**src/rtl/core/bpa_pkg.sv**
```systemverilog
// Package: shared constants, command/status codes and controller-datapath structs.
package bpa_pkg;

    localparam int MAX_PAGES     = 65536;
    localparam int MAP_WORD_BITS = 64;
    localparam int MAP_WORDS     = MAX_PAGES / MAP_WORD_BITS;
    localparam int PAGE_W        = $clog2(MAX_PAGES);
    localparam int CNT_W         = PAGE_W + 1;
    localparam int BIT_W         = $clog2(MAP_WORD_BITS);
    localparam int WADDR_W       = PAGE_W - BIT_W;

    localparam logic [1:0] CMD_ALLOC   = 2'd0;
    localparam logic [1:0] CMD_RUN     = 2'd1;
    localparam logic [1:0] CMD_FREE    = 2'd2;
    localparam logic [1:0] CMD_RESERVE = 2'd3;

    localparam logic [2:0] ST_OK       = 3'd0;
    localparam logic [2:0] ST_NO_SPACE = 3'd1;
    localparam logic [2:0] ST_RANGE    = 3'd2;
    localparam logic [2:0] ST_DBL_FREE = 3'd3;
    localparam logic [2:0] ST_USED     = 3'd4;
    localparam logic [2:0] ST_ZERO     = 3'd5;

    // Commands from controller to datapath.
    typedef struct packed {
        logic load;       // capture input word, set up scan at the hint
        logic rd;         // issue map read at the current address
        logic chk;        // evaluate the single-page command on read data
        logic scan;       // examine the current scan page
        logic mrd;        // read the word holding the current mark page
        logic mark;       // set the current mark page used, advance
        logic finish;     // build the result word
    } bpa_cmd_t;

    // Status from datapath to controller.
    typedef struct packed {
        logic clearing;   // map clearing pass after reset still running
        logic single;     // command handled without scanning
        logic scan_done;  // scan ended (hit or past limit)
        logic scan_hit;   // scan found space
        logic mark_done;  // last page of the run marked
    } bpa_sts_t;

endpackage

```
**src/rtl/core/bpa_ctrl.sv**
```systemverilog
// Controller: sequences map reads, scans, run marking and result hand-off.
module bpa_ctrl (
    input  logic              aclk,
    input  logic              aresetn,
    input  logic              s_tvalid,
    output logic              s_tready,
    output logic              m_tvalid,
    input  logic              m_tready,
    output logic              idle,
    input  bpa_pkg::bpa_sts_t sts,
    output bpa_pkg::bpa_cmd_t cmd
);
    import bpa_pkg::*;

    localparam logic [2:0] S_IDLE = 3'd0;
    localparam logic [2:0] S_RD   = 3'd1;  // read issued for first word
    localparam logic [2:0] S_EVAL = 3'd2;  // single command check, else on to the scan
    localparam logic [2:0] S_SCAN = 3'd3;
    localparam logic [2:0] S_MRD  = 3'd4;  // read word of the page to mark
    localparam logic [2:0] S_MARK = 3'd5;
    localparam logic [2:0] S_DONE = 3'd6;

    logic [2:0] state_reg, state_next;
    logic       out_vld_reg, out_vld_next;

    always_comb begin
        state_next   = state_reg;
        out_vld_next = out_vld_reg;
        cmd          = '0;
        if (out_vld_reg && m_tready) begin
            out_vld_next = 1'b0;
        end
        s_tready = (state_reg == S_IDLE) && !sts.clearing;
        case (state_reg)
            S_IDLE: begin
                if (s_tvalid && s_tready) begin
                    cmd.load   = 1'b1;
                    state_next = S_RD;
                end
            end
            S_RD: begin
                cmd.rd     = 1'b1;
                state_next = S_EVAL;
            end
            S_EVAL: begin
                if (sts.single) begin
                    cmd.chk    = 1'b1;
                    state_next = S_DONE;
                end else begin
                    state_next = S_SCAN;
                end
            end
            S_SCAN: begin
                cmd.scan = 1'b1;
                cmd.rd   = 1'b1;
                if (sts.scan_done) begin
                    state_next = sts.scan_hit ? S_MRD : S_DONE;
                end
            end
            S_MRD: begin
                cmd.mrd    = 1'b1;
                cmd.rd     = 1'b1;
                state_next = S_MARK;
            end
            S_MARK: begin
                cmd.mark = 1'b1;
                if (sts.mark_done) begin
                    state_next = S_DONE;
                end else begin
                    state_next = S_MRD;
                end
            end
            S_DONE: begin
                if (!out_vld_reg || m_tready) begin
                    cmd.finish   = 1'b1;
                    out_vld_next = 1'b1;
                    state_next   = S_IDLE;
                end
            end
            default: begin
                state_next = S_IDLE;
            end
        endcase
    end

    assign m_tvalid = out_vld_reg;
    assign idle     = (state_reg == S_IDLE);

    always_ff @(posedge aclk) begin
        if (!aresetn) begin
            state_reg   <= S_IDLE;
            out_vld_reg <= 1'b0;
        end else begin
            state_reg   <= state_next;
            out_vld_reg <= out_vld_next;
        end
    end
endmodule

```
**config.mk**
```make
export PLATFORM = sky130hd
export DESIGN_NAME = bpa_ctrl
export DESIGN_NICKNAME = d
export VERILOG_FILES = /design/src/rtl/core/bpa_pkg.sv /design/src/rtl/core/bpa_ctrl.sv
export SDC_FILE = /design/constraint.sdc
export NUM_CORES = 1
export LEC_CHECK = 0
export BUFFER_PORTS_ARGS = -buffer_cell sky130_fd_sc_hd__buf_2
export CORE_AREA = 2 2 39 41
export CTS_CLUSTER_DIAMETER = 100
export DETAILED_ROUTE_END_ITERATION = 8
export DIE_AREA = 0 0 41 43
export HOLD_SLACK_MARGIN = 0.03
export PLACE_DENSITY_LB_ADDON = 0.1
export SLEW_MARGIN = 0
export SYNTH_ARGS = -nofsm -noshare
export SYNTH_HDL_FRONTEND = slang
export SYNTH_SLANG_ARGS = --single-unit
```
**constraint.sdc**
```tcl
create_clock -name aclk -period 1.2 [get_ports aclk]
set_input_delay 0.12 -clock aclk [delete_from_list [all_inputs] [get_ports aclk]]
set_output_delay 0.12 -clock aclk [all_outputs]
set_load 0.05 [all_outputs]
```
* Word-level counts from Yosys, hierarchy flattened
Cells that the tools add are included.
Cells by class: shift-type cells 0, reductions and logical operators 9, $mul 0, magnitude comparators 0, bitwise operators 0, divide/modulo/power cells 0, eq/ne operators 9, add/subtract/negate cells 0, muxes and demuxes 20
Operator list (number):
- case mux 3 bit (7 select lines) | 1
- 2-to-1 mux 1 bit | 13
- 2-to-1 mux 3 bit | 4
- equality test 3 bit, second input constant | 3
- equality test 3 x 2 -> 1 bit, second input constant | 2
- 2-to-1 mux 2 bit | 2
- inequality test 2 bit, second input constant | 2
- equality test 3 x 1 -> 1 bit, second input constant | 1
- logical AND 1 bit | 3
- zero test 3 bit | 1
- AND reduction 3 bit | 1
- OR reduction 3 bit | 1
- zero test 1 bit | 2
- inequality test 2 x 1 -> 1 bit, second input constant | 1
- logical OR 1 bit | 1
Word-level totals: memory bits (read-only) 0, bits in registers 4, logic and storage cells 40, latch bits 0, bits in writable memories 0, memories 0, output and inout port bits 10

* Longest topological paths before layout
Gate-level depths: netlist (run 1).
depth after elaboration 5, gate-level depth with buffers 4, gate-level depth less buffers 3

* Worst setup path after synthesis (run 1)
Ideal clock, no wire load.
path kind flip-flop to output port, start reg state_reg[0], end out cmd[4] (netlist name), data required time 1.080 ns, arrival 2.011 ns, cell stages (with the launch flop) 3, slack -0.931 ns, cell sequence dfxtp_1 buf_4 nor4bb_1
RTL lines:
- from (decl) | RTL line bpa_ctrl.sv:23 | logic [2:0] state_reg, state_next;
- from (signal assigned) | RTL line bpa_ctrl.sv:94 | state_reg <= state_next;
- to (decl) | RTL line bpa_ctrl.sv:11 | output bpa_pkg::bpa_cmd_t cmd

==> flow_metrics.py, run 1 <==
metrics = {
    "global_routing": {
        "grt_pass1_vias": 314,
        "met2_usage": 0.1750,
        "gr-max-usage-layer": "met2",
        "grt_max_degree": 13,
        "gr-usage-all-layers": 0.1126,
        "grt_pass1_wl_um": 1304,
        "grt_antenna_before_repair": 0,
        "gr-usage-met1": 0.1194,
        "grt_overflow": 0,
        "use_met3": 0.03665,
    },
    "floorplanning": {
        "die_h_um": 43,
        "die_area_um2": 1763,
        "core_um2": 1384,
        "boundaryPins": 19,
        "die_w_um": 41,
        "rows": 14,
        "initial_utilization": 0.2324,
    },
    "timing": {
        "slew_headroom": 0.7968,
        "finalSetupViolations": 10,
        "fmax_ghz": 0.7074,
        "finClkSkew_ns": 0.005701,
        "min_period_ns": 1.414,
        "worst_pin_slew_ns": 0.3042,
        "timing.final.crit_share": 1.178,
        "layout_setup_ws_ns": -0.2136,
        "finalMaxSlewViolations": 0,
        "finalHoldViolCount": 0,
        "grt_setup_unrepaired": "true",
    },
    "critical_path": {
        "endpoint_kind": "output port",
        "crit_path_max_incr_delay_ns": 0.44,
        "ff2ff_path_depth": 6,
        "crit_start": "state_reg[1]$_SDFFE_PN0P_",
        "cp_max_fo": 3,
        "path_cells": "or3_4 > inv_8 > and2_4 > buf_8",
        "cp_slowest_cell": "or3_4",
        "r2r_end": "state_reg[1]$_SDFFE_PN0P_",
        "start_kind": "flop",
        "r2r-start": "state_reg[1]$_SDFFE_PN0P_",
        "arrival_ns": 1.29,
        "r2r_slack_ns": -0.02,
        "cp.required_ns": 1.08,
        "crit_type": "flop to output port",
        "crit_end": "cmd[6]",
    },
    "logic_synthesis": {
        "syn-num-nets": 47,
        "syn_inst": 38,
        "syn_area_um2": 321.6,
        "avgSynthCellArea_um2": 8.462,
        "synthDistinctLibCells": 27,
        "ys_warn_count": 0,
        "ys_seq_elements": 4,
        "ys_seq_area_frac": 0.2490,
    },
    "detailed_routing": {
        "vias": 367,
        "wire_per_inst_um": 11.15,
        "remaining_drc_errors": 0,
        "viasPerCell": 4.531,
        "dr.pass1.iters": 1,
        "drt_wl_total_um": 903,
        "drt-initial-drc-count": 0,
        "antenna_left": 0,
    },
    "clock_network": {
        "cts_buffers": 3,
        "clock_path_buffers": 2,
        "clock-sinks": 4,
        "cts_root_buf": "clkbuf_4",
        "ctsHtreeMaxLevel": 1,
        "clk_latency_ns": 0.23,
        "cts_tree": "built",
        "path_clk_slew_ns": 0.04,
        "cts-hold-fix-buffers": 0,
    },
    "power": {
        "pwr-share-clk": 0.345,
        "pwr-share-comb": 0.361,
        "p_sw_frac": 0.3099,
        "irDropWorstVdd_uv": 488.0,
        "power.density_nw_per_um2": 722.1,
        "seq_power_share": 0.294,
        "p_leak_uw": 0.0002868,
        "p_sw_uw": 148.1,
        "internal_power_uw": 329.8,
    },
    "run_status": {
        "status": "finished, violations left",
        "failed_checks": "negative setup slack",
    },
    "placed_design": {
        "portBuffers": 18,
        "place.gp.congestion": 0.6363,
        "dp.cells": 75,
        "dp_hpwl_um": 628.1,
        "placed_cell_area_um2": 498.0,
        "pre_cts_slack_ns": -0.06798,
    },
    "finish": {
        "diodes": 0,
        "areaGrowthSynthToFinish_pct": 105.8,
        "fin_cells": 81,
        "fill_cells": 141,
        "drive_gt1_frac": 0.7385,
        "design_area_um2": 661.9,
        "fin_nets": 76,
        "largest_reg_flops": 3,
    },
    "hold_path": {
        "hold_path.class": "primary input to flop",
    },
    "job": {
        "cap_violations": 0,
    },
}
[routing by layer]
metal | share of wire | wire length (µm)
met2 | 0.48 | 432
met5 | 0 | 0
met3 | 0.083 | 75
met1 | 0.44 | 395
met4 | 0 | 0
[layout make-up]
type                            count  area (µm²)  area share
Tap cell                           16       20.02     0.03025
Multi-Input combinational cell     30       281.5      0.4253
Sequential cell                     4       83.83      0.1267
Clock buffer                        3       22.52     0.03403
Inverter                            1       11.26     0.01701
Timing Repair Buffer               27       242.7      0.3667
[cells in the mapped netlist]
cell type  count  area [µm²]
a211o_1        1       8.760
a21boi_0       1       7.510
a21oi_1        1       5.000
and2_1         2       12.51
and3_1         1       6.260
and3b_1        1       8.760
and3b_2        1       10.01
buf_2          1       5.000
buf_4          1       7.510
buf_6          1       11.26
dfxtp_1        4       80.08
inv_2          1       3.750
mux2_2         1       11.26
mux2i_1        1       10.01
nand2_1        1       3.750
nand2b_2       1       8.760
nand3b_1       1       7.510
nor2_1         3       11.26
nor2b_1        4       25.02
nor3_1         1       5.000
nor3b_1        1       7.510
nor4bb_1       2       20.02
o21a_1         1       7.510
o21ai_0        2       10.01
o21ai_1        1       5.000
o221a_2        1       11.26
or3_4          1       11.26
[cells in the final DEF, fill, tap and decap left out]
master    count
a211o_1       1
a21boi_0      1
a21oi_1       1
and2_4        2
and3_1        1
and3b_1       1
and3b_2       1
buf_12        1
buf_2        10
buf_4         6
buf_6         6
buf_8         4
clkbuf_4      3
dfxtp_1       1
dfxtp_2       3
inv_8         1
mux2_2        1
mux2i_4       1
nand2_2       1
nand2b_2      1
nand3b_1      1
nor2_1        1
nor2_4        2
nor2b_1       4
nor3_4        1
nor3b_1       1
nor4bb_2      1
nor4bb_4      1
o21a_1        1
o21ai_0       1
o21ai_1       2
o221a_2       1
or3_4         1
[per-stage QoR]
step	hold slack (ns)	setup TNS (ns)	utilization	total power, µW
after floorplan	0.2374	-0.1964	-	237.6
after global placement	0.3814	-0.08564	0.3599	278.9
after detailed placement	0.3805	-0.09544	0.3599	278.5
after CTS	0.1309	-1.132	0.4231	472.6
after global routing	0.1451	-1.476	0.4783	508.0
final	0.1366	-1.034	0.4783	477.9
[power groups by stage]
stage | clock (µW) | sequential, µW | combinational, µW
after floorplan | 0 | 141 | 96.1
after global placement | 0 | 141 | 138
after detailed placement | 0 | 141 | 137
after CTS | 175 | 140 | 158
after global routing | 183 | 141 | 184
final | 165 | 140 | 173
[how the worst min path moves through the flow]
stage / start / endpoint / slack [ns] / depth (start not counted)
finish: aresetn / m_tvalid$_SDFF_PN0_ / 0.14 / 2
global route: aresetn / m_tvalid$_SDFF_PN0_ / 0.15 / 2
CTS: aresetn / m_tvalid$_SDFF_PN0_ / 0.13 / 2
detailed placement: aresetn / m_tvalid$_SDFF_PN0_ / 0.38 / 2
global placement: aresetn / m_tvalid$_SDFF_PN0_ / 0.38 / 2
floorplan: aresetn / m_tvalid$_SDFF_PN0_ / 0.24 / 1
[kinds of logic (layout without fill, tap and decap cells)]
group           Yosys count  in the layout  synth area share
simple gates             20             20            0.4280
compound gates            8              8            0.1712
flops                     4              4            0.2490
buf+inv                   4             31           0.08558
mux                       2              2           0.06615
[critical path, delay by kind of cell, from the launching register on]
family                 cells  cell delay, ns
buffers and inverters      2            0.20
flip-flops                 1            0.30
AND/OR/NAND/NOR            2            0.57
[what timing repair did]
item,in CTS,in global routing
pin swaps,1,1
endpoints found under the setup margin,11,11
gates resized for setup,19,13
gates cloned,0,0
setup buffers,1,2
(Power assumes the default switching activity.)
==> run 2: changes to the inputs <==
--- a/config.mk
+++ b/config.mk
@@ -7,6 +7,7 @@
 export LEC_CHECK = 0
 export BUFFER_PORTS_ARGS = -buffer_cell sky130_fd_sc_hd__buf_2
 export CORE_AREA = 2 2 39 41
+export CTS_BUF_LIST = sky130_fd_sc_hd__clkbuf_2
 export CTS_CLUSTER_DIAMETER = 100
 export DETAILED_ROUTE_END_ITERATION = 8
 export DIE_AREA = 0 0 41 43
==> flow_metrics.py, run 2 (same netlist as run 1, synthesis figures left out) <==
metrics = {
    "job": {
        "cap_violations": 0,
    },
    "critical_path": {
        "crit_type": "flop to output port",
        "crit_start": "state_reg[1]$_SDFFE_PN0P_",
        "cp_max_fo": 3,
        "arrival_ns": 1.26,
        "r2r-start": "state_reg[0]$_SDFFE_PN0P_",
        "ff2ff_path_depth": 6,
        "cp.required_ns": 1.08,
        "start_kind": "flop",
        "endpoint_kind": "output port",
    },
    "timing": {
        "worst_pin_slew_ns": 0.3042,
        "grt_setup_unrepaired": "true",
        "slew_headroom": 0.7968,
        "finalMaxSlewViolations": 0,
        "fmax_ghz": 0.7224,
        "timing.final.crit_share": 1.154,
        "layout_setup_ws_ns": -0.1842,
        "min_period_ns": 1.384,
        "finalHoldViolCount": 0,
        "finClkSkew_ns": 0.007490,
        "finalSetupViolations": 9,
    },
    "clock_network": {
        "clk_latency_ns": 0.20,
        "cts_root_buf": "clkbuf_2",
        "clock_path_buffers": 2,
        "cts_buffers": 3,
        "cts_tree": "built",
        "path_clk_slew_ns": 0.05,
        "ctsHtreeMaxLevel": 1,
        "cts-hold-fix-buffers": 0,
        "clock-sinks": 4,
    },
    "floorplanning": {
        "die_w_um": 41,
        "die_area_um2": 1763,
        "core_um2": 1384,
        "rows": 14,
        "initial_utilization": 0.2324,
        "die_h_um": 43,
        "boundaryPins": 19,
    },
    "detailed_routing": {
        "wire_per_inst_um": 11.11,
        "antenna_left": 0,
        "drt_wl_total_um": 900,
        "dr.pass1.iters": 1,
        "viasPerCell": 4.568,
        "remaining_drc_errors": 0,
        "drt-initial-drc-count": 0,
        "vias": 370,
    },
    "finish": {
        "fill_cells": 138,
        "diodes": 0,
        "fin_cells": 81,
        "largest_reg_flops": 3,
        "final_cell_mix": "buf_2, buf_6, buf_4",
        "areaGrowthSynthToFinish_pct": 103.5,
        "drive_gt1_frac": 0.7385,
        "layout_commonest_cell": "buf_2",
        "fin_nets": 76,
    },
    "global_routing": {
        "gr-usage-all-layers": 0.1156,
        "grt_max_degree": 13,
        "grt_pass1_wl_um": 1311,
        "grt_pass1_vias": 317,
        "grt_overflow": 0,
        "grt_antenna_before_repair": 0,
    },
    "power": {
        "fin_total_pwr_uw": 432.7,
        "irDropWorstVdd_uv": 433.9,
        "p_leak_uw": 0.0002854,
        "power.density_nw_per_um2": 661.3,
    },
    "placed_design": {
        "place.gp.congestion": 0.6363,
        "dp_hpwl_um": 628.1,
        "portBuffers": 18,
        "dp.cells": 75,
    },
    "hold_path": {
        "hold_start": "aresetn",
        "hold_path.class": "primary input to flop",
        "hold_depth": 2,
    },
    "run_status": {
        "status": "finished, violations left",
        "failed_checks": "negative setup slack",
    },
}
run 2: per-layer routing:
| layer | GRT usage | vias to the layer above | part of all wire |
|---|---|---|---|
| met5 | 0 | - | 0 |
| met2 | 0.1750 | 16 | 0.48 |
| met1 | 0.1194 | 161 | 0.42 |
| met3 | 0.03665 | 2 | 0.087 |
| li1 | - | 191 | - |
| met4 | 0.1000 | 0 | 0.011 |
run 2: final cells by class:
class                           count  area, µm²  area share
Clock buffer                        3      15.01     0.02294
Inverter                            1      11.26     0.01721
Multi-Input combinational cell     30      281.5      0.4302
Sequential cell                     4      83.83      0.1281
Tap cell                           16      20.02     0.03059
Timing Repair Buffer               27      242.7      0.3709
run 2: where the power goes:
part | internal (µW) | switching (µW)
combinational | 80.6 | 92.1
sequential | 137 | 3.02
clock | 67.2 | 52.6
run 2: path summary, 6_finish.rpt:
path	endpoint	slack, ns
worst min register to register	state_reg[0]$_SDFFE_PN0P_	0.66
worst max-delay path	cmd[6]	-0.18
worst min-delay path	m_tvalid$_SDFF_PN0_	0.16
worst max register to register	state_reg[1]$_SDFFE_PN0P_	-0.02
run 2: repair_timing:
item,CTS,global route
endpoints found under the hold margin,0,0
setup buffers,1,2
pin swaps,1,1
endpoints found under the setup margin,11,11
resized for setup,19,13
run 2: critical path: stages, from the launching register on:
cell and delay [ns]:
dfxtp_1 0.30, or3_4 0.44, inv_8 0.06, and2_4 0.13, buf_8 0.14
run 2: through the flow:
step | setup WS [ns] | setup TNS [ns] | hold WS (ns) | util | cell area [µm²]
floorplan | -0.09685 | -0.1964 | 0.2374 | - | 366.6
global placement | -0.06627 | -0.08564 | 0.3814 | 0.3599 | 498.0
detailed placement | -0.06798 | -0.09544 | 0.3805 | 0.3599 | 498.0
CTS | -0.2041 | -0.9299 | 0.1507 | 0.4177 | 578.1
global route | -0.2340 | -1.315 | 0.1624 | 0.4729 | 654.4
finish | -0.1842 | -0.7791 | 0.1631 | 0.4729 | 654.4
==> run 3: changes to the inputs <==
==> constraint.sdc (replaced) <==
create_clock -name aclk -period 1.8 [get_ports aclk]
set_input_delay 0.18 -clock aclk [delete_from_list [all_inputs] [get_ports aclk]]
set_output_delay 0.18 -clock aclk [all_outputs]
set_load 0.05 [all_outputs]
==> flow_metrics.py, run 3 (same netlist as run 1, synthesis figures left out) <==
metrics = {
    "critical_path": {
        "endpoint_kind": "output port",
        "path_delay_family": "simple AND/OR/NAND/NOR gates",
        "cp_num_buf_inv": 2,
        "crit_type": "flop to output port",
        "cp.required_ns": 1.62,
        "cp_max_fo": 13,
        "path_cells": "or3_4 > inv_2 > and2_1 > buf_2",
        "arrival_ns": 1.45,
        "cp_slowest_cell": "dfxtp_1",
        "start_kind": "flop",
        "crit_path_max_incr_delay_ns": 0.43,
    },
    "power": {
        "irDropWorstVdd_uv": 258.9,
        "fin_total_pwr_uw": 245.7,
        "p_leak_uw": 0.0002186,
        "power.density_nw_per_um2": 556.2,
    },
    "detailed_routing": {
        "vias": 322,
        "dr.pass1.iters": 4,
        "antenna_left": 0,
        "viasPerCell": 4.411,
        "remaining_drc_errors": 0,
        "drt-initial-drc-count": 7,
        "drt_wl_total_um": 737,
        "wire_per_inst_um": 10.10,
    },
    "hold_path": {
        "hold_path.class": "primary input to flop",
    },
    "finish": {
        "final_cell_mix": "buf_2, nor2b_1, dfxtp_1",
        "diodes": 0,
        "fill_cells": 159,
        "largest_reg_flops": 3,
        "fin_nets": 68,
        "regArea_um2": 80.08,
        "final_util": 0.3192,
        "layout_commonest_cell": "buf_2",
        "multi_input_area_um2": 225.2,
        "drive_gt1_frac": 0.5263,
        "fin_cells": 73,
        "areaGrowthSynthToFinish_pct": 37.35,
    },
    "global_routing": {
        "met2_usage": 0.1219,
        "grt_overflow": 0,
        "gr-usage-all-layers": 0.09428,
        "grt_max_degree": 14,
        "grt_antenna_before_repair": 0,
        "grt_pass1_wl_um": 1090,
        "gr-max-usage-layer": "met2",
        "grt_pass1_vias": 270,
        "use_met3": 0.06283,
        "gr-usage-met1": 0.1186,
    },
    "clock_network": {
        "post_cts_buffers": 0,
        "clk_latency_ns": 0.20,
        "clock_path_buffers": 2,
        "cts_resized": 0,
        "path_clk_slew_ns": 0.04,
        "cts_tree": "built",
        "cts_buffers": 3,
        "ctsHtreeMaxLevel": 1,
        "cts_root_buf": "clkbuf_2",
        "clock-sinks": 4,
        "cts-hold-fix-buffers": 0,
    },
    "timing": {
        "finClkSkew_ns": 0.00001639,
        "fmax_ghz": 0.6139,
        "finalSetupTns_ns": 0,
        "grt_setup_unrepaired": "false",
        "worst_pin_slew_ns": 0.4358,
        "timing.final.crit_share": 0.9050,
        "finalMaxSlewViolations": 0,
        "slew_headroom": 0.7091,
        "finalSetupViolations": 0,
        "min_period_ns": 1.629,
        "layout_setup_ws_ns": 0.1710,
        "finalHoldViolCount": 0,
    },
    "placed_design": {
        "dp_hpwl_um": 541.5,
        "dp.cells": 70,
        "portBuffers": 18,
        "pre_cts_slack_ns": 0.3903,
        "place.gp.congestion": 0.6511,
    },
    "floorplanning": {
        "core_um2": 1384,
        "initial_utilization": 0.2324,
        "die_w_um": 41,
        "die_h_um": 43,
        "boundaryPins": 19,
        "rows": 14,
        "die_area_um2": 1763,
    },
    "job": {
        "cap_violations": 0,
    },
    "run_status": {
        "status": "finished, final reports clean",
    },
}
==> run 3: changes by cell type in the layout (fill, tap and decap cells not counted), moves of 3 or more <==
| cell | previous run | this run |
|---|---|---|
| buf_2 | 10 | 18 |
| buf_4 | 6 | 1 |
| buf_6 | 6 | 0 |
| buf_8 | 4 | 0 |
| dfxtp_1 | 1 | 4 |
| dfxtp_2 | 3 | 0 |
==> run 3: through the flow <==
stage                     hold slack (ns)  area (µm²)
final                              0.2279       441.7
after global routing               0.2305       441.7
after CTS                          0.2202       441.7
after detailed placement           0.4436       426.7
after global placement             0.4478       426.7
after floorplan                    0.2975       332.8
==> run 3: layer usage <==
metal | wire length [µm] | vias to the layer above
met5 | 0 | -
met3 | 80 | 0
met1 | 371 | 131
li1 | - | 173
met2 | 285 | 18
met4 | 0 | 0
==> run 3: final timing paths <==
| check | start | endpoint | slack, ns | cells after the start |
|---|---|---|---|---|
| max | state_reg[0]$_SDFFE_PN0P_ | cmd[6] | 0.17 | 4 |
| min | aresetn | m_tvalid$_SDFF_PN0_ | 0.23 | 2 |
| max reg2reg | state_reg[0]$_SDFFE_PN0P_ | state_reg[2]$_SDFFE_PN0P_ | 0.50 | 3 |
| min reg2reg | state_reg[1]$_SDFFE_PN0P_ | state_reg[0]$_SDFFE_PN0P_ | 0.62 | 2 |
==> run 3: layout make-up <==
type | count | area share
Clock buffer | 3 | 0.03399
Sequential cell | 4 | 0.1813
Tap cell | 16 | 0.04533
Multi-Input combinational cell | 30 | 0.5099
Inverter | 1 | 0.008499
Timing Repair Buffer | 19 | 0.2210
==> run 3: power by group <==
part           switching (µW)  internal [µW]  total (µW)
Sequential               5.88           91.3        97.2
Clock                    34.8           44.7        79.5
Combinational            44.1           24.8        69.0
